[src/rtl/ght_ram.sv]
`timescale 1ns / 1ps
// ----------------------------------------------------------------------------
// ght_ram
// Generic single-write, single-read RAM with a registered read.
// ----------------------------------------------------------------------------
module ght_ram #(
  parameter int WIDTH = 8,
  parameter int DEPTH = 64
) (
  input  logic                     clk,
  input  logic                     we,
  input  logic [$clog2(DEPTH)-1:0] waddr,
  input  logic [WIDTH-1:0]         wdata,
  input  logic [$clog2(DEPTH)-1:0] raddr,
  output logic [WIDTH-1:0]         rdata
);

  logic [WIDTH-1:0] mem [DEPTH];

  always_ff @(posedge clk) begin
    if (we) begin
      mem[waddr] <= wdata;
    end
    rdata <= mem[raddr];
  end

endmodule

[config.mk]
export PLATFORM = sky130hd
export DESIGN_NAME = ght_ram
export DESIGN_NICKNAME = d
export VERILOG_FILES = /design/src/rtl/ght_ram.sv
export SDC_FILE = /design/constraint.sdc
export NUM_CORES = 1
export LEC_CHECK = 0
export BUFFER_PORTS_ARGS = -buffer_cell sky130_fd_sc_hd__buf_4
export CAP_MARGIN = 20
export CORE_MARGIN = 10
export CORE_UTILIZATION = 40
export CTS_CLUSTER_DIAMETER = 200
export CTS_CLUSTER_SIZE = 30
export DETAILED_ROUTE_END_ITERATION = 7
export GPL_TIMING_DRIVEN = 0
export PLACE_DENSITY = 0.62
export SLEW_MARGIN = 10
export SYNTH_ARGS = -nofsm -noshare
export SYNTH_HDL_FRONTEND = slang
export SYNTH_SLANG_ARGS = --single-unit
[constraint.sdc]
create_clock -name clk -period 2.5 [get_ports clk]
set_input_delay 0.125 -clock clk [delete_from_list [all_inputs] [get_ports clk]]
set_output_delay 0.125 -clock clk [all_outputs]
set_load 0.02 [all_outputs]
==> impl_metrics.json, run 1 <==
{
  "min_period_ns": 2.40,
  "antenna_found_initial": 2,
  "drc": 0,
  "grt_overflow": 0,
  "path_max_fanout": 10,
  "crit_path_end_kind": "flop",
  "peakVddDrop_mv": 0.644,
  "wl_per_cell_um": 28.3,
  "crit_path_start_kind": "input pin",
  "rsz0062_at_grt": "false",
  "ant_nets": 0,
  "post_cts_buffers": 0,
  "cts.clk_slew.worst_paths_ns": 0.11,
  "coreArea_sq_mm": 0.0500,
  "antenna_cells": 0,
  "area_delta_synth_final_pct": 8.10,
  "cp_cell_sequence": "buf_2, buf_4, clkbuf_1, buf_2, o221ai_1, o21a_1, o41ai_1",
  "critical_path_arrival_ns": 2.78,
  "r2r_cells": 5,
  "cp-startpoint": "raddr[2]",
  "die-height_um": 245,
  "vias": 9549,
  "finalNetCount": 1009,
  "status": "finished clean",
  "syn_avg_cell_area_sq_um": 21.5,
  "crit_top_cell": "buf_2",
  "synth_area_sq_mm": 0.0202,
  "port_buffers": 21,
  "syn_nets": 962,
  "r2r_end": "rdata[4]",
  "tightestPinTransition_ns": 1.02,
  "cpPeakStageDelay_ns": 0.63,
  "die_w_um": 245,
  "cp.required_ns": 2.88,
  "min_to": "mem[51][3]",
  "power.total_mw": 14.8,
  "period_share_pct": 96.1,
  "hp-start": "wdata[3]",
  "hold_class": "input pin to flop",
  "power.density_mw_per_mm2": 681,
  "start_util_pct": 40.4,
  "r2r_start": "mem[21][4]",
  "rows": 82,
  "drtIter0Drc": 1238,
  "ctsRootBufferMaster": "clkbuf_16",
  "numCtsBuffers": 21,
  "grt_pass1_wl_mm": 68.9,
  "synth-seq-cells": 520,
  "first_global_vias": 9686,
  "drv_cap": 0,
  "cts_max_level": 1,
  "slowest_stage": "o41ai_1",
  "fill_cells": 4274,
  "routed_wl_mm": 47.4,
  "fmax_mhz": 416,
  "synthCells": 940,
  "die-area_sq_mm": 0.0598,
  "fin_util_pct": 43.6,
  "track_usage_pct": 15.7,
  "dpl.hpwl_mm": 30.7,
  "routabilityCongestion": 0.940,
  "setup_viol": 0,
  "drive_above_1_share_pct": 21.7,
  "cts_tree": "yes",
  "seqCellArea_sq_mm": 0.0155,
  "hold_depth": 1,
  "firstDrtPassIters": 5,
  "relSlewSlack_pct": 32.3,
  "leakagePower_nw": 6.53,
  "skew_ns": 0.0288,
  "r2r_slack_ns": 0.35,
  "vias_per_cell": 5.70,
  "grt_max_degree": 65,
  "worstSetupPathType": "input pin to flop",
  "synth.distinct_cells": 40,
  "cts.path.max_buffers": 3,
  "multi_input_area_sq_mm": 0.00432,
  "clk_latency_ns": 0.58,
  "ys_warn_count": 0,
  "synth_seq_area_share_pct": 77.0,
  "finalHoldViolCount": 0,
  "slew_violations": 0,
  "io_pins": 30,
  "cts_sinks": 520
}
==> where the power goes <==
group	switching [mW]	total, mW	internal [mW]
logic	0.634	0.990	0.356
clock network	2.56	4.20	1.65
registers	0.0165	9.65	9.64
==> layout make-up <==
| class | instances | area share [%] |
|---|---|---|
| Sequential cell | 520 | 71.3 |
| Buffer | 51 | 1.45 |
| Timing Repair Buffer | 24 | 0.838 |
| Multi-Input combinational cell | 369 | 19.8 |
| Clock buffer | 36 | 2.67 |
| Tap cell | 672 | 3.86 |
| Clock inverter | 2 | 0.132 |
==> flip-flops by register name, indices dropped and copies added, names as in the netlist <==
| name | flops |
|---|---|
| mem | 512 |
| rdata | 8 |
==> critical path: cells and delay by family <==
family / cells / cell delay, ns
buf+inv: 4 / 1.60
compound gates: 3 / 1.03
==> cell usage after synthesis (all sizes together) <==
library cell,count,area (sq um)
edfxtp,512,15400
mux4,126,2840
nor2,83,312
buf,34,253
mux2i,23,230
nand2,19,71.3
clkbuf,17,63.8
nor2b,14,87.6
mux2,13,146
nand3,13,65.1
dfxtp,8,160
o221ai,8,70.1
o22ai,8,50.1
nand2b,7,43.8
nor3,7,35.0
a221oi,6,52.6
a211oi,4,30.0
o21ai,4,20.0
a21oi,3,15.0
a22oi,3,22.5
nand3b,3,22.5
o2111ai,3,26.3
o2bb2ai,3,26.3
a2111oi,2,17.5
nand4,2,12.5
nor4,2,12.5
o21a,2,15.0
o221a,2,22.5
o32ai,2,17.5
o41ai,2,17.5
a31oi,1,6.26
and2,1,6.26
nand4b,1,8.76
o311ai,1,8.76
or3,1,6.26
==> layout by cell type, fill, tap and decap left out, types with 2 or more instances in the layout <==
cell         n
o41ai_1      2
o2111ai_1    3
buf_1        4
o21ai_0      2
nand3_1     13
mux2i_1     23
buf_2       11
nand4_1      2
o221ai_1     8
o21a_1       2
nor3_1       7
a211oi_1     4
nor2b_1     14
clkbuf_1    32
o21ai_1      2
o22ai_1      8
o221a_2      2
nand3b_1     3
dfxtp_1      8
nand2_1     19
mux4_2     126
nor4_1       2
a22oi_1      3
nand2b_1     7
nor2_1      83
edfxtp_1   512
buf_4       36
o32ai_1      2
a21oi_1      3
buf_12       2
mux2_2      13
o2bb2ai_1    3
buf_6        4
clkbuf_16   21
a221oi_1     6
a2111oi_0    2
==> metrics by stage <==
stage / setup slack (ns) / TNS (ns) / cell area, sq um / hold WS [ns] / cells
floorplan: 0.707 / 0 / 20200 / 0.224 / 940
global placement: -0.395 / -2.45 / 21200 / 0.536 / 1633
detailed placement: -0.463 / -2.68 / 21200 / 0.536 / 1635
CTS: 0.113 / 0 / 21800 / 0.0995 / 1674
global route: 0.0342 / 0 / 21800 / 0.110 / 1674
finish: 0.0973 / 0 / 21800 / 0.0827 / 1674
==> how the worst max path moves through the flow <==
| stage | cells after the start | end | slack (ns) |
|---|---|---|---|
| 2_1_floorplan | 7 | rdata[3] | 0.71 |
| 3_3_place_gp | 7 | rdata[3] | -0.39 |
| 3_5_place_dp | 7 | rdata[3] | -0.46 |
| 4_1_cts | 7 | rdata[3] | 0.11 |
| 5_1_grt | 7 | rdata[3] | 0.03 |
| 6_report | 7 | rdata[3] | 0.1 |
==> per-layer routing <==
layer / track usage (%) / vias up / part of all wire (%) / wire (um)
li1: - / 3989 / - / -
met1: 22.1 / 5105 / 42 / 19800
met2: 25.1 / 385 / 48 / 22600
met3: 2.41 / 66 / 7.8 / 3690
met4: 4.79 / 4 / 2.8 / 1310
met5: 0 / - / 0.053 / 25
==> what timing repair did <==
action,4_1_cts,5_1_grt
hold endpoints to repair,2,0
hold buffers,1,0
resized for setup,0,0
==> logic make-up after synthesis <==
group / after synthesis / synth area share [%]
flip-flops: 520 / 77.0
buffers and inverters: 51 / 1.57
AND/OR/NAND/NOR: 153 / 3.39
AO/OA/AOI/OAI: 54 / 2.07
multiplexers: 162 / 15.9
No activity file was read; power rests on OpenSTA's default activity.
==> run 2, diff against run 1 <==
Settings changed: PLACE_DENSITY 0.62 to 0.64.
Clock period 2.5 ns to 2.2 ns, I/O delays scaled along.
==> run 2 against run 1 <==
Effect of this change: design area rose by 0.17%; via count rose by 1.3%; die area did not move; global-route usage fell by 0.11 points; register-to-register slack got worse by 0.37 ns; clock power rose by 14%; setup slack got worse by 0.12 ns; the flow now finishes with violations (negative setup slack); non-clock buffer count fell by 1; worst hold slack got worse by 0.0051 ns.
==> impl_metrics.json, run 2 (synthesized netlist as in run 1, its figures left out) <==
{
  "status": "finished with violations",
  "violations": "negative setup slack",
  "area_delta_synth_final_pct": 8.29,
  "regMostFlops": "mem",
  "final_area_sq_mm": 0.0218,
  "finalNetCount": 1008,
  "cts.clk_slew.worst_paths_ns": 0.12,
  "numCtsBuffers": 21,
  "drtIter0Drc": 1257,
  "grt_pass1_wl_mm": 68.7,
  "routabilityCongestion": 0.884,
  "cts_max_level": 1,
  "fin_util_pct": 43.7,
  "r2r_end": "rdata[5]",
  "ant_nets": 0,
  "cp.required_ns": 2.62,
  "die-area_sq_mm": 0.0598,
  "slowest_stage": "a2111oi_0",
  "hold_depth": 1,
  "seqPwrFrac_pct": 65.0,
  "path_max_fanout": 1,
  "clockPowerShare_pct": 28.3,
  "io_pins": 30,
  "r2r_cells": 4,
  "swShare_pct": 21.6,
  "rsz0062_at_grt": "false",
  "switchingPower_mw": 3.65,
  "crit_path_end_kind": "flop",
  "first_global_vias": 9692,
  "largest_registers": "mem (512), rdata (8)",
  "fill_cells": 4222,
  "r2r_start": "mem[3][5]",
  "worstSetupPathType": "flop to flop",
  "hp-start": "wdata[7]",
  "grt_overflow": 0,
  "routed_wl_mm": 47.0,
  "layout_common_cells": "512 x edfxtp_1, 126 x mux4_2, 83 x nor2_1, 35 x buf_4, 31 x clkbuf_1",
  "antenna_cells": 0,
  "start_util_pct": 40.4,
  "die_w_um": 245,
  "r2r_slack_ns": -0.02,
  "setup_viol": 1,
  "relSlewSlack_pct": 34.5,
  "cpPeakStageDelay_ns": 0.84,
  "hold_class": "input pin to flop",
  "vias": 9675,
  "finalHoldViolCount": 0,
  "skew_ns": 0.0282,
  "min_to": "mem[34][7]",
  "track_usage_pct": 15.6,
  "coreArea_sq_mm": 0.0500,
  "grt_max_degree": 65,
  "firstDrtPassIters": 5,
  "drv_cap": 0,
  "layout_commonest_cell": "edfxtp_1",
  "final_cells": 1673,
  "cts.path.max_buffers": 3,
  "dpl.hpwl_mm": 30.4,
  "clk_latency_ns": 0.59,
  "power.total_mw": 16.9,
  "slew_violations": 0,
  "largest_reg_flops": 512,
  "antenna_found_initial": 3,
  "cp_cell_sequence": "mux4_2, nor2b_1, a2111oi_0, o41ai_2",
  "crit_path_start_kind": "flop",
  "die-height_um": 245,
  "peakVddDrop_mv": 0.489,
  "power.density_mw_per_mm2": 773,
  "leakagePower_nw": 6.55,
  "vias_per_cell": 5.78,
  "cts_sinks": 520,
  "drc": 0,
  "p_comb_share_pct": 6.7,
  "cts_tree": "yes",
  "dp.cells": 1635,
  "tightestPinTransition_ns": 0.979,
  "dpl_cell_area_sq_mm": 0.0212,
  "post_cts_buffers": 0,
  "min_period_ns": 2.22,
  "fmax_mhz": 450,
  "period_share_pct": 101,
  "ctsRootBufferMaster": "clkbuf_16",
  "rows": 82,
  "wl_per_cell_um": 28.1,
  "setup_slack_ns": -0.0206,
  "intPower_mw": 13.2,
  "critical_path_arrival_ns": 2.64,
  "drive_above_1_share_pct": 22.3,
  "port_buffers": 21
}
-- run 2: repair_timing --
action                                  CTS  global route
hold endpoints to repair                  2             0
hold buffers                              1             0
endpoints found under the setup margin    5             4
gates resized for setup                   3             6
-- run 2: area by class of cell --
class,count,area (sq um),share of cell area [%]
buffer,50,323,1.48
clock buffer,36,582,2.66
clock inverter,2,28.8,0.132
multi-input combinational,369,4350,19.9
sequential,520,15500,71.1
tap,672,841,3.85
timing repair buffer,24,180,0.825
-- run 2: how the worst max path moves through the flow --
stage | slack, ns | depth (start not counted) | from | to
finish | -0.02 | 4 | mem[3][5] | rdata[5]
global route | 0.01 | 4 | mem[3][3] | rdata[3]
detailed placement | -0.69 | 7 | raddr[2] | rdata[3]
floorplan | 0.42 | 7 | raddr[1] | rdata[3]
global placement | -0.68 | 7 | raddr[2] | rdata[3]
CTS | 0.02 | 7 | raddr[1] | rdata[7]
-- run 2: power groups by stage --
stage / clock network (mW) / registers [mW] / logic (mW)
floorplan: 0 / 11.2 / 0.584
global placement: 0 / 11.2 / 1.10
detailed placement: 0 / 11.2 / 1.12
CTS: 4.87 / 11.0 / 1.13
global route: 5.20 / 11.0 / 1.19
finish: 4.79 / 11.0 / 1.13
-- run 2: through the flow --
stage	worst slack, ns	setup TNS [ns]	hold slack [ns]
2_1_floorplan	0.422	0	0.209
3_3_place_gp	-0.676	-19.08	0.519
3_5_place_dp	-0.688	-30.93	0.506
4_1_cts	0.0219	0	0.0836
5_1_grt	0.0125	0	0.104
6_report	-0.0206	-0.0206	0.0776
-- run 2: worst max-delay path: cells and delay by family (launching register included) --
| family | cells | cell delay, ns |
|---|---|---|
| AOI/OAI and AO/OA | 2 | 1.05 |
| muxes | 1 | 0.47 |
| and+or+nand+nor | 1 | 0.18 |
| DFF | 1 | 0.38 |
-- run 2: metal layers --
layer  wire length [um]  part of all wire [%]  track usage [%]
met4                969                   2.1             3.85
met3               3740                   8.0             2.26
met5                  7                 0.015                0
met2              22500                    48             24.9
met1              19800                    42             22.4
