==> src/rtl/ght_pkg.sv <==
`timescale 1ns / 1ps
// ----------------------------------------------------------------------------
// ght_pkg
// Types and constants shared by the generational handle table.
// ----------------------------------------------------------------------------
package ght_pkg;

  localparam int NUM_SLOTS  = 64;
  localparam int IDX_W      = 6;
  localparam int LIMIT_W    = 7;
  localparam int GEN_W      = 32;
  localparam int KIND_W     = 8;
  localparam int REFS_W     = 16;
  localparam int RES_W      = 64;
  localparam int RES_WORDS  = 4;
  localparam int PAY_W      = RES_W * RES_WORDS;

  localparam logic [KIND_W-1:0]  TYPE_FIRST = 8'd1;
  localparam logic [KIND_W-1:0]  TYPE_LAST  = 8'd8;
  localparam logic [REFS_W-1:0]  REFS_MAX   = 16'hFFFF;
  localparam logic [LIMIT_W-1:0] LIMIT_RST  = 7'd64;

  typedef enum logic [1:0] {
    MODE_INSTALL   = 2'd0,
    MODE_RESOLVE   = 2'd1,
    MODE_DUPLICATE = 2'd2,
    MODE_CLOSE     = 2'd3
  } mode_t;

  typedef enum logic [1:0] {
    OC_CLOSED   = 2'd0,
    OC_ERROR    = 2'd1,
    OC_RETAINED = 2'd2,
    OC_UNKNOWN  = 2'd3
  } outcome_t;

  typedef enum logic [2:0] {
    ST_OK           = 3'd0,
    ST_STALE        = 3'd1,
    ST_WRONG_TYPE   = 3'd2,
    ST_BAD_TYPE     = 3'd3,
    ST_FULL         = 3'd4,
    ST_CLOSE_FAILED = 3'd5
  } status_t;

  typedef enum logic [1:0] {
    S_IDLE,
    S_RD1,
    S_RD2,
    S_EXEC
  } fsm_t;

  typedef struct packed {
    logic [KIND_W-1:0] kind;
    logic [IDX_W-1:0]  target;
    logic [GEN_W-1:0]  gen;
  } slot_word_t;

  typedef struct packed {
    logic [REFS_W-1:0] refs;
    logic [KIND_W-1:0] kind;
  } obj_word_t;

  typedef struct packed {
    logic             found;
    logic [IDX_W-1:0] idx;
  } find_t;

endpackage

==> src/rtl/ght_find.sv <==
`timescale 1ns / 1ps
// ----------------------------------------------------------------------------
// ght_find
// Finds the lowest free entry among the allowed ones.
// ----------------------------------------------------------------------------
module ght_find
  import ght_pkg::*;
(
  input  logic [NUM_SLOTS-1:0] free_mask,
  output find_t                res
);

  always_comb begin
    res = '0;
    for (int i = NUM_SLOTS - 1; i >= 0; i--) begin
      if (free_mask[i]) begin
        res.found = 1'b1;
        res.idx   = IDX_W'(i);
      end
    end
  end

endmodule

==> config.mk <==
export PLATFORM = sky130hd
export DESIGN_NAME = ght_find
export DESIGN_NICKNAME = d
export VERILOG_FILES = /design/src/rtl/ght_pkg.sv /design/src/rtl/ght_find.sv
export SDC_FILE = /design/constraint.sdc
export NUM_CORES = 1
export LEC_CHECK = 0
export ABC_AREA = 1
export BUFFER_PORTS_ARGS = -buffer_cell sky130_fd_sc_hd__buf_2
export CORE_AREA = 2 2 54 56
export DETAILED_ROUTE_END_ITERATION = 10
export DIE_AREA = 0 0 56 58
export PLACE_DENSITY = 0.76
export RECOVER_POWER = 25
export SYNTH_ARGS = -nofsm -noshare
export SYNTH_HDL_FRONTEND = slang
export SYNTH_SLANG_ARGS = --single-unit
==> constraint.sdc <==
create_clock -name vclk -period 4.6
set_input_delay 0.92 -clock vclk [all_inputs]
set_output_delay 0.92 -clock vclk [all_outputs]
set_load 0.01 [all_outputs]
==> flow_metrics.py, run 1 <==
metrics = {
    "outcome": {
        "outcome": "complete, but fails checks",
        "violations_in_the_final_reports": "setup timing",
    },
    "synth": {
        "synth.lib_cells_used.distinct": 20,
        "most_instantiated_library_cell_after_synthesis": "sky130_fd_sc_hd__nand2_1",
        "netlist.top_cell.by_area": "sky130_fd_sc_hd__nand2_1",
        "post_synthesis_mean_instance_area_um2": 4.46,
        "synth.yosys.warnings": 0,
        "synth.top_cells.by_area": "sky130_fd_sc_hd__nand2_1, sky130_fd_sc_hd__inv_1, sky130_fd_sc_hd__nor2_1",
        "synth_cells": 227,
        "yosysSeqAreaShare_pct": 0,
        "netlist_top_cells_count": "sky130_fd_sc_hd__nand2_1, sky130_fd_sc_hd__inv_1, sky130_fd_sc_hd__nor2_1",
        "netlist_area_um2": 1010,
        "syn_nets": 291,
        "synthDominantCellAreaShare_pct": 35.6,
    },
    "timing": {
        "layout_setup_ws_ps": -423,
        "timing_max_transition_violations_final": 0,
        "timing.max_slew.rel_slack_pct": 71.9,
        "fmax_mhz": 199,
        "period_minus_slack_ps": 5020,
        "fin_crit_sh_pct": 109,
        "worst_max_slew_pin_slew_ps": 417,
        "setup_viol": 1,
        "rsz0062_at_grt": "yes",
        "final_hold_viol_count": 0,
        "hold_ws_ps": 2090,
    },
    "drt": {
        "drt_first_iter_violations": 30,
        "via_per_inst": 4.19,
        "drt_wl_total_mm": 2.34,
        "first_pass_iters": 4,
        "vias": 1396,
        "final_antenna_violating_net_count": 0,
        "avgRoutedWirePerCell_um": 7.02,
        "remaining_drc_errors": 0,
    },
    "job": {
        "maxCapViolations": 0,
    },
    "clocking": {
        "holdBufCountCts": 0,
    },
    "global_route": {
        "grt-ovfl-total": 0,
        "first_global_vias": 1178,
        "global_route_wire_length_before_repair_mm": 4.24,
        "pin_count_of_the_biggest_net_entering_global_routing": 5,
        "overall_global_routing_resource_usage_pct": 14.8,
        "antenna_found_initial": 0,
    },
    "power": {
        "power_per_cell_area_nw_per_um2": 66.7,
        "peakVddDrop_mv": 0.0417,
        "total_leakage_power_nw": 0.999,
        "totalPowerFinal_mw": 0.0966,
    },
    "worst_setup_path": {
        "critical_path_arrival_ps": 4100,
        "path_common_cell": "sky130_fd_sc_hd__nand2_1",
        "cpMaxStageDelayCell": "sky130_fd_sc_hd__buf_2",
        "worst_setup_path_start_kind": "input pin",
        "timing_worst_setup_path_type": "in2out",
        "cp.buffers_inverters": 3,
        "cpLargestDelayFamily": "simple AND/OR/NAND/NOR gates",
        "setup.worst_path.end_class": "output pin",
        "timing.critical_path.required_ps": 3680,
        "max_stage_delay_on_crit_path_ps": 130,
        "path_max_fanout": 2,
    },
    "placed_design": {
        "dp_worst_setup_slack_ps": -442,
        "post-place-cells": 333,
        "dpl-instance-area_um2": 1440,
        "io_buffers": 71,
        "dp_hpwl_mm": 2.22,
        "gpl.final_weighted_congestion": 0.868,
    },
    "layout": {
        "layout.sequential_cells": 0,
        "n_fill_cell": 317,
        "post_route_cells_drive_above_1_share_pct": 29.8,
        "nNetsFinal": 368,
        "instances_no_fill": 333,
        "sequential_cell_area_um2": 0,
        "antenna_cells_inserted": 0,
        "synthToLayoutAreaGrowth_pct": 42.8,
        "stdcell_area_um2": 1450,
        "clock_buffer_count": 0,
    },
    "floorplanning": {
        "fp-row-count": 19,
        "die_height_um": 58,
        "ioPinCount": 71,
        "initial_core_util_pct": 38.1,
        "core-area_um2": 2660,
        "die-width_um": 56,
        "fp.dieArea_um2": 3250,
    },
    "min_path": {
        "whs_path_depth": 3,
        "hold-path-endpoint": "res[0]",
        "worstHoldPathType": "in2out",
        "min-delay-start": "free_mask[0]",
    },
}
==> power breakdown <==
part	total (mW)	switching, mW	internal, mW
Combinational	0.0966	0.0448	0.0518
Clock	0	0	0
Sequential	0	0	0
Total	0.0966	0.0448	0.0518
==> through the flow <==
step	setup TNS [ps]	util, %
global route	-1120	54.4
finish	-423	54.4
floorplan	0	-
CTS	-455	54.0
detailed placement	-442	54.0
global placement	-391	54.0
==> layout make-up <==
| type | instances | area (µm²) | area share (%) |
|---|---|---|---|
| inverter | 65 | 340 | 23.5 |
| timing repair buffer | 75 | 384 | 26.5 |
| multi-input combinational | 162 | 684 | 47.3 |
| tap | 31 | 38.8 | 2.68 |
==> what timing repair did <==
item                                    CTS  global route
endpoints found under the setup margin    1             2
resized for setup                         0             5
buffers inserted                          0             0
pin swaps                                 0             1
==> routing by layer <==
layer  GRT usage, %  wire length [µm]  vias to the layer above
li1               -                 -                      812
met1           19.8              1090                      543
met2           28.1              1100                       41
met3          0.893               153                        0
met4              0                 0                        0
met5              0                 0                        -
==> how the worst max path moves through the flow <==
| stage | to | startpoint | slack (ps) | depth (start not counted) |
|---|---|---|---|---|
| 2_1_floorplan | res[0] | free_mask[62] | 20 | 63 |
| 3_3_place_gp | res[0] | free_mask[62] | -390 | 65 |
| 3_5_place_dp | res[0] | free_mask[62] | -440 | 65 |
| 4_1_cts | res[0] | free_mask[62] | -460 | 65 |
| 5_1_grt | res[0] | free_mask[62] | -1120 | 65 |
| 6_report | res[0] | free_mask[62] | -420 | 65 |
==> cell usage in the layout (no fill, tap or decap), types with 2 or more instances in the layout <==
cell type,n
sky130_fd_sc_hd__buf_4,4
sky130_fd_sc_hd__buf_2,70
sky130_fd_sc_hd__nor4_1,2
sky130_fd_sc_hd__nand3_1,6
sky130_fd_sc_hd__nor3_1,3
sky130_fd_sc_hd__inv_2,4
sky130_fd_sc_hd__nor2_1,39
sky130_fd_sc_hd__a21oi_1,3
sky130_fd_sc_hd__nand2_2,2
sky130_fd_sc_hd__inv_1,54
sky130_fd_sc_hd__o21ai_0,2
sky130_fd_sc_hd__nand2_1,94
sky130_fd_sc_hd__bufinv_8,7
==> kinds of logic after synthesis <==
| logic type | after synthesis | share of synthesized area (%) |
|---|---|---|
| and+or+nand+nor | 148 | 56.9 |
| buffers and inverters | 65 | 33.6 |
| AOI/OAI and AO/OA | 14 | 9.51 |
==> worst min-delay path, stage by stage <==
cell and delay, ps:
sky130_fd_sc_hd__buf_2 100, sky130_fd_sc_hd__a21oi_2 30, sky130_fd_sc_hd__buf_2 120
No activity file was read; power rests on OpenSTA's default activity.
==> run 2: changes to the inputs <==
==> config.mk (replaced) <==
export PLATFORM = sky130hd
export DESIGN_NAME = ght_find
export DESIGN_NICKNAME = d
export VERILOG_FILES = /design/src/rtl/ght_pkg.sv /design/src/rtl/ght_find.sv
export SDC_FILE = /design/constraint.sdc
export NUM_CORES = 1
export LEC_CHECK = 0
export BUFFER_PORTS_ARGS = -buffer_cell sky130_fd_sc_hd__buf_2
export CORE_AREA = 2 2 51 53
export DETAILED_ROUTE_END_ITERATION = 10
export DIE_AREA = 0 0 53 55
export PLACE_DENSITY = 0.83
export RECOVER_POWER = 50
export SYNTH_ARGS = -nofsm -noshare
export SYNTH_HDL_FRONTEND = slang
export SYNTH_SLANG_ARGS = --single-unit
==> run 2 against run 1 <==
  * The run now ends clean
  * Die area decreased by 10%
  * Final cell count decreased by 25%
  * Via count increased by 0.50%
  * Flip-flop and latch count unchanged
  * Sequential share of layout area unchanged
  * Clock-buffer cell count unchanged
  * Area after synthesis decreased by 18%
  * Largest cell class unchanged
==> flow_metrics.py, run 2 <==
metrics = {
    "outcome": {
        "outcome": "completed",
    },
    "floorplanning": {
        "core-area_um2": 2360,
        "fp.dieArea_um2": 2920,
        "fp-row-count": 18,
        "initial_core_util_pct": 35.2,
        "die-width_um": 53,
        "die_height_um": 55,
        "ioPinCount": 71,
    },
    "synth": {
        "netlist.top_cell.by_area": "sky130_fd_sc_hd__nor2_1",
        "netlist_top_cells_count": "sky130_fd_sc_hd__nor2_1, sky130_fd_sc_hd__nor3_1, sky130_fd_sc_hd__nor4_1",
        "netlist_area_um2": 833,
        "post_synthesis_mean_instance_area_um2": 5.56,
        "most_instantiated_library_cell_after_synthesis": "sky130_fd_sc_hd__nor2_1",
        "synth.yosys.warnings": 0,
        "synthDominantCellAreaShare_pct": 14.0,
        "synth.lib_cells_used.distinct": 28,
        "syn_nets": 214,
        "yosysSeqAreaShare_pct": 0,
        "synth.top_cells.by_area": "sky130_fd_sc_hd__nor2_1, sky130_fd_sc_hd__nor4_1, sky130_fd_sc_hd__nor3_1",
        "synth_cells": 150,
    },
    "power": {
        "total_leakage_power_nw": 0.513,
        "intPower_mw": 0.0355,
        "p_seq_share_pct": 0,
        "comb_power_share_pct": 100.0,
        "power_per_cell_area_nw_per_um2": 64.3,
        "power.share.switching_pct": 54.7,
        "peakVddDrop_mv": 0.0349,
        "pwr-share-clk_pct": 0,
        "power_switching_mw": 0.0429,
    },
    "layout": {
        "top_library_cells_by_usage_in_the_layout_fill_and_taps_aside": "sky130_fd_sc_hd__buf_2, sky130_fd_sc_hd__nor2_1, sky130_fd_sc_hd__nor3_1, sky130_fd_sc_hd__nor4_1, sky130_fd_sc_hd__a21oi_1",
        "layout.cells.most_common": "sky130_fd_sc_hd__buf_2",
        "sequential_cell_area_um2": 0,
        "post_route_cells_drive_above_1_share_pct": 31.2,
        "synthToLayoutAreaGrowth_pct": 46.4,
        "nNetsFinal": 287,
        "clock_buffer_count": 0,
        "layout.sequential_cells": 0,
        "n_fill_cell": 272,
        "area_of_combinational_cells_with_multiple_inputs_um2": 796,
        "stdcell_area_um2": 1220,
        "antenna_cells_inserted": 0,
    },
    "worst_setup_path": {
        "max_stage_delay_on_crit_path_ps": 580,
        "cp.buffers_inverters": 2,
        "critical_path_arrival_ps": 2540,
        "cpMaxStageDelayCell": "sky130_fd_sc_hd__or4_1",
        "path_cells": "buf_2 > or4_1 > or3_1 > a31oi_1 > o21ai_1 > a22o_1 > buf_2",
        "timing.critical_path.required_ps": 3680,
        "path_max_fanout": 3,
        "setup.worst_path.end_class": "output pin",
        "timing_worst_setup_path_type": "in2out",
        "worst_setup_path_start_kind": "input pin",
        "path_common_cell": "sky130_fd_sc_hd__buf_2",
        "cpLargestDelayFamily": "simple AND/OR/NAND/NOR gates",
    },
    "timing": {
        "rsz0062_at_grt": "no",
        "period_minus_slack_ps": 3460,
        "timing.max_slew.rel_slack_pct": 61.7,
        "setup_viol": 0,
        "final_hold_viol_count": 0,
        "fmax_mhz": 289,
        "setup_tns_ps": 0,
        "worst_max_slew_pin_slew_ps": 570,
        "layout_setup_ws_ps": 1140,
        "fin_crit_sh_pct": 75.2,
        "timing_max_transition_violations_final": 0,
    },
    "min_path": {
        "min-delay-start": "free_mask[1]",
        "worstHoldPathType": "in2out",
        "whs_path_depth": 4,
        "hold-path-endpoint": "res[2]",
    },
    "drt": {
        "avgRoutedWirePerCell_um": 11.4,
        "drt_wl_total_mm": 2.85,
        "final_antenna_violating_net_count": 0,
        "remaining_drc_errors": 0,
        "via_per_inst": 5.59,
        "first_pass_iters": 4,
        "vias": 1403,
        "drt_first_iter_violations": 36,
    },
    "global_route": {
        "overall_global_routing_resource_usage_pct": 19.1,
        "antenna_found_initial": 0,
        "global_route_wire_length_before_repair_mm": 4.40,
        "first_global_vias": 1182,
        "pin_count_of_the_biggest_net_entering_global_routing": 7,
        "grt-ovfl-total": 0,
    },
    "clocking": {
        "holdBufCountCts": 0,
        "cts_resized": 0,
        "post_cts.repair.setup_buffers": 0,
    },
    "placed_design": {
        "dpl-instance-area_um2": 1230,
        "io_buffers": 71,
        "dp_worst_setup_slack_ps": 1200,
        "dp_hpwl_mm": 2.54,
        "gpl.final_weighted_congestion": 0.834,
    },
    "job": {
        "maxCapViolations": 0,
    },
}
-- run 2: changes by cell type in the layout (fill, tap and decap cells not counted), moves of 7 or more --
cell                       change
sky130_fd_sc_hd__nor2_1        -8
sky130_fd_sc_hd__bufinv_8      -7
sky130_fd_sc_hd__inv_1        -45
sky130_fd_sc_hd__or4_1         +9
sky130_fd_sc_hd__nand2_1      -87
sky130_fd_sc_hd__a21oi_1      +10
sky130_fd_sc_hd__nor4_1       +12
sky130_fd_sc_hd__nor3_1       +11
-- run 2: area by class of cell --
cell class	instances	area share [%]
inverters	9	2.77
multi-input cells	141	65.2
well taps	30	3.08
repair buffers	71	28.9
-- run 2: worst max path at each step --
stage / end / from / slack [ps] / depth (start not counted)
after global routing: res[4] / free_mask[47] / 990 / 7
after CTS: res[1] / free_mask[47] / 1190 / 7
after detailed placement: res[1] / free_mask[47] / 1200 / 7
after floorplan: res[1] / free_mask[47] / 1490 / 5
final: res[1] / free_mask[47] / 1140 / 7
after global placement: res[1] / free_mask[47] / 1230 / 7
-- run 2: power groups by stage --
stage	Sequential, mW	Combinational (mW)	Clock, mW
floorplan	0	0.0279	0
global placement	0	0.0771	0
detailed placement	0	0.0781	0
CTS	0	0.0785	0
global route	0	0.0876	0
finish	0	0.0785	0
-- run 2: logic make-up (layout without fill, tap and decap cells) --
logic type	after synthesis	count (layout)	synth area share, %
buffers and inverters	9	80	4.05
AOI/OAI and AO/OA	49	49	38.9
and+or+nand+nor	92	92	57.1
-- run 2: tightest hold or removal path, cell delays in order --
cell,delay (ps)
sky130_fd_sc_hd__buf_2,100
sky130_fd_sc_hd__nor2_1,50
sky130_fd_sc_hd__and3_1,130
sky130_fd_sc_hd__clkbuf_1,120
-- run 2: per-layer routing --
layer / up-vias / GRT usage (%) / routed length, µm
met4: 0 / 2.56 / 0
li1: 744 / - / -
met3: 0 / 0.806 / 208
met1: 601 / 23.2 / 1250
met5: - / 0 / 0
met2: 58 / 37.9 / 1390
-- run 2: per-stage QoR --
stage               std cells  power [mW]  hold WS (ps)  util (%)
floorplan                 150      0.0279          2000         -
global placement          251      0.0771          2230      51.9
detailed placement        251      0.0781          2240      51.9
CTS                       251      0.0785          2240      51.9
global route              251      0.0876          2260      51.6
finish                    251      0.0785          2240      51.6
==> run 3: changes to the inputs <==
--- a/config.mk
+++ b/config.mk
@@ -5,11 +5,12 @@
 export SDC_FILE = /design/constraint.sdc
 export NUM_CORES = 1
 export LEC_CHECK = 0
+export ABC_AREA = 1
 export BUFFER_PORTS_ARGS = -buffer_cell sky130_fd_sc_hd__buf_2
-export CORE_AREA = 2 2 51 53
+export CORE_AREA = 2 2 54 56
 export DETAILED_ROUTE_END_ITERATION = 10
-export DIE_AREA = 0 0 53 55
-export PLACE_DENSITY = 0.83
+export DIE_AREA = 0 0 56 58
+export PLACE_DENSITY = 0.8
 export RECOVER_POWER = 50
 export SYNTH_ARGS = -nofsm -noshare
 export SYNTH_HDL_FRONTEND = slang
==> constraint.sdc (replaced) <==
create_clock -name vclk -period 3.6
set_input_delay 0.72 -clock vclk [all_inputs]
set_output_delay 0.72 -clock vclk [all_outputs]
set_load 0.01 [all_outputs]
==> run 3 against run 2 <==
  * The flow now finishes with violations (setup timing)
  * Sequential share of layout area is the same
  * First-iteration DRC count grew 89%
  * Combinational power grew 66%
  * Final cell count grew 33%
  * Worst setup slack lost 2100 ps
  * Global-route usage shrank 3.6 points
  * Worst hold slack lost 550 ps
  * Critical path depth grew 58
  * Via count grew 0.71%
  * Final area grew 23%
  * Utilization grew 4.9 points
  * Flip-flop and latch count is the same
  * Critical endpoint is now res[0]
  * Largest power group unchanged
==> flow_metrics.py, run 3 (same netlist as run 1, synthesis figures left out) <==
metrics = {
    "outcome": {
        "outcome": "complete, but fails checks",
        "violations_in_the_final_reports": "setup timing",
    },
    "worst_setup_path": {
        "path_max_fanout": 2,
        "setup.worst_path.end_class": "output pin",
        "timing.critical_path.required_ps": 2880,
        "path_common_cell": "sky130_fd_sc_hd__nand2_1",
        "max_stage_delay_on_crit_path_ps": 130,
        "timing_worst_setup_path_type": "in2out",
        "cp.buffers_inverters": 3,
        "cpMaxStageDelayCell": "sky130_fd_sc_hd__buf_2",
        "worst_setup_path_start_kind": "input pin",
        "cpLargestDelayFamily": "simple AND/OR/NAND/NOR gates",
        "critical_path_arrival_ps": 3860,
        "timing.critical_path.from": "free_mask[62]",
    },
    "timing": {
        "fmax_mhz": 218,
        "setup_tns_ps": -1150,
        "final_hold_viol_count": 0,
        "timing_max_transition_violations_final": 0,
        "setup_viol": 2,
        "worst_max_slew_pin_slew_ps": 404,
        "fin_crit_sh_pct": 127,
        "timing.max_slew.rel_slack_pct": 72.8,
        "layout_setup_ws_ps": -978,
        "period_minus_slack_ps": 4580,
        "hold_ws_ps": 1690,
        "rsz0062_at_grt": "yes",
    },
    "global_route": {
        "grt-ovfl-total": 0,
        "global_route_wire_length_before_repair_mm": 4.36,
        "antenna_found_initial": 0,
        "overall_global_routing_resource_usage_pct": 15.5,
        "first_global_vias": 1195,
        "pin_count_of_the_biggest_net_entering_global_routing": 5,
    },
    "layout": {
        "synthToLayoutAreaGrowth_pct": 48.3,
        "layout.cells.most_common": "sky130_fd_sc_hd__nand2_1",
        "top_library_cells_by_usage_in_the_layout_fill_and_taps_aside": "sky130_fd_sc_hd__nand2_1, sky130_fd_sc_hd__buf_2, sky130_fd_sc_hd__inv_1",
        "layout.sequential_cells": 0,
        "nNetsFinal": 369,
        "n_fill_cell": 305,
        "instances_no_fill": 334,
        "sequential_cell_area_um2": 0,
        "clock_buffer_count": 0,
        "antenna_cells_inserted": 0,
        "area_of_combinational_cells_with_multiple_inputs_um2": 709,
        "post_route_cells_drive_above_1_share_pct": 29.7,
    },
    "power": {
        "total_leakage_power_nw": 1.01,
        "power_per_cell_area_nw_per_um2": 86.7,
        "peakVddDrop_mv": 0.0582,
        "totalPowerFinal_mw": 0.130,
    },
    "drt": {
        "top_signal_layer_used": "met3",
        "drt_wl_total_mm": 2.47,
        "met2RoutedLength_mm": 1.20,
        "wirelength_met1_mm": 1.09,
        "final_antenna_violating_net_count": 0,
        "drt_first_iter_violations": 68,
        "vias": 1413,
        "routed-wl-met3_um": 180,
        "first_pass_iters": 4,
        "remaining_drc_errors": 0,
        "avgRoutedWirePerCell_um": 7.40,
        "via_per_inst": 4.23,
    },
    "placed_design": {
        "io_buffers": 71,
        "post-place-cells": 332,
        "gpl.final_weighted_congestion": 0.759,
        "dp_hpwl_mm": 2.24,
    },
    "floorplanning": {
        "fp-row-count": 19,
        "fp.dieArea_um2": 3250,
        "ioPinCount": 71,
        "core-area_um2": 2660,
        "initial_core_util_pct": 38.1,
        "die-width_um": 56,
        "die_height_um": 58,
    },
    "clocking": {
        "holdBufCountCts": 0,
    },
    "min_path": {
        "min-delay-start": "free_mask[0]",
        "worstHoldPathType": "in2out",
    },
    "job": {
        "maxCapViolations": 0,
    },
}
==> run 3: what timing repair did <==
item,CTS,global route
setup buffers,1,1
endpoints found under the setup margin,2,2
pin swaps,7,7
resized for setup,14,1
==> run 3: metal layers <==
metal,global-route usage (%),vias to the layer above
li1,-,811
met1,18.7,559
met2,31.9,43
met3,0.670,0
met4,0,0
met5,0,-
==> run 3: stage by stage <==
step | util, % | area, µm² | setup WS [ps]
after detailed placement | 53.7 | 1430 | -1030
after floorplan | - | 1010 | -579
after global placement | 53.7 | 1430 | -1010
after CTS | 56.1 | 1490 | -1030
after global routing | 56.4 | 1500 | -1610
final | 56.4 | 1500 | -978
==> run 3: tightest hold or removal path, stage by stage <==
cell                      delay [ps]
sky130_fd_sc_hd__buf_2            90
sky130_fd_sc_hd__a21oi_2          30
sky130_fd_sc_hd__buf_2           130
==> run 3: final timing paths <==
check                     to  cells past startpoint
worst min-delay path  res[0]                      3
worst max-delay path  res[0]                     65
==> run 3: where the power goes <==
group | total (mW) | internal (mW) | switching, mW
registers | 0 | 0 | 0
logic | 0.130 | 0.0705 | 0.0598
clock network | 0 | 0 | 0
total | 0.130 | 0.0705 | 0.0598
==> run 3: cell type report <==
type	count	share of cell area (%)
Inverter	65	22.6
Timing Repair Buffer	76	27.6
Multi-Input combinational cell	162	47.2
Tap cell	31	2.58
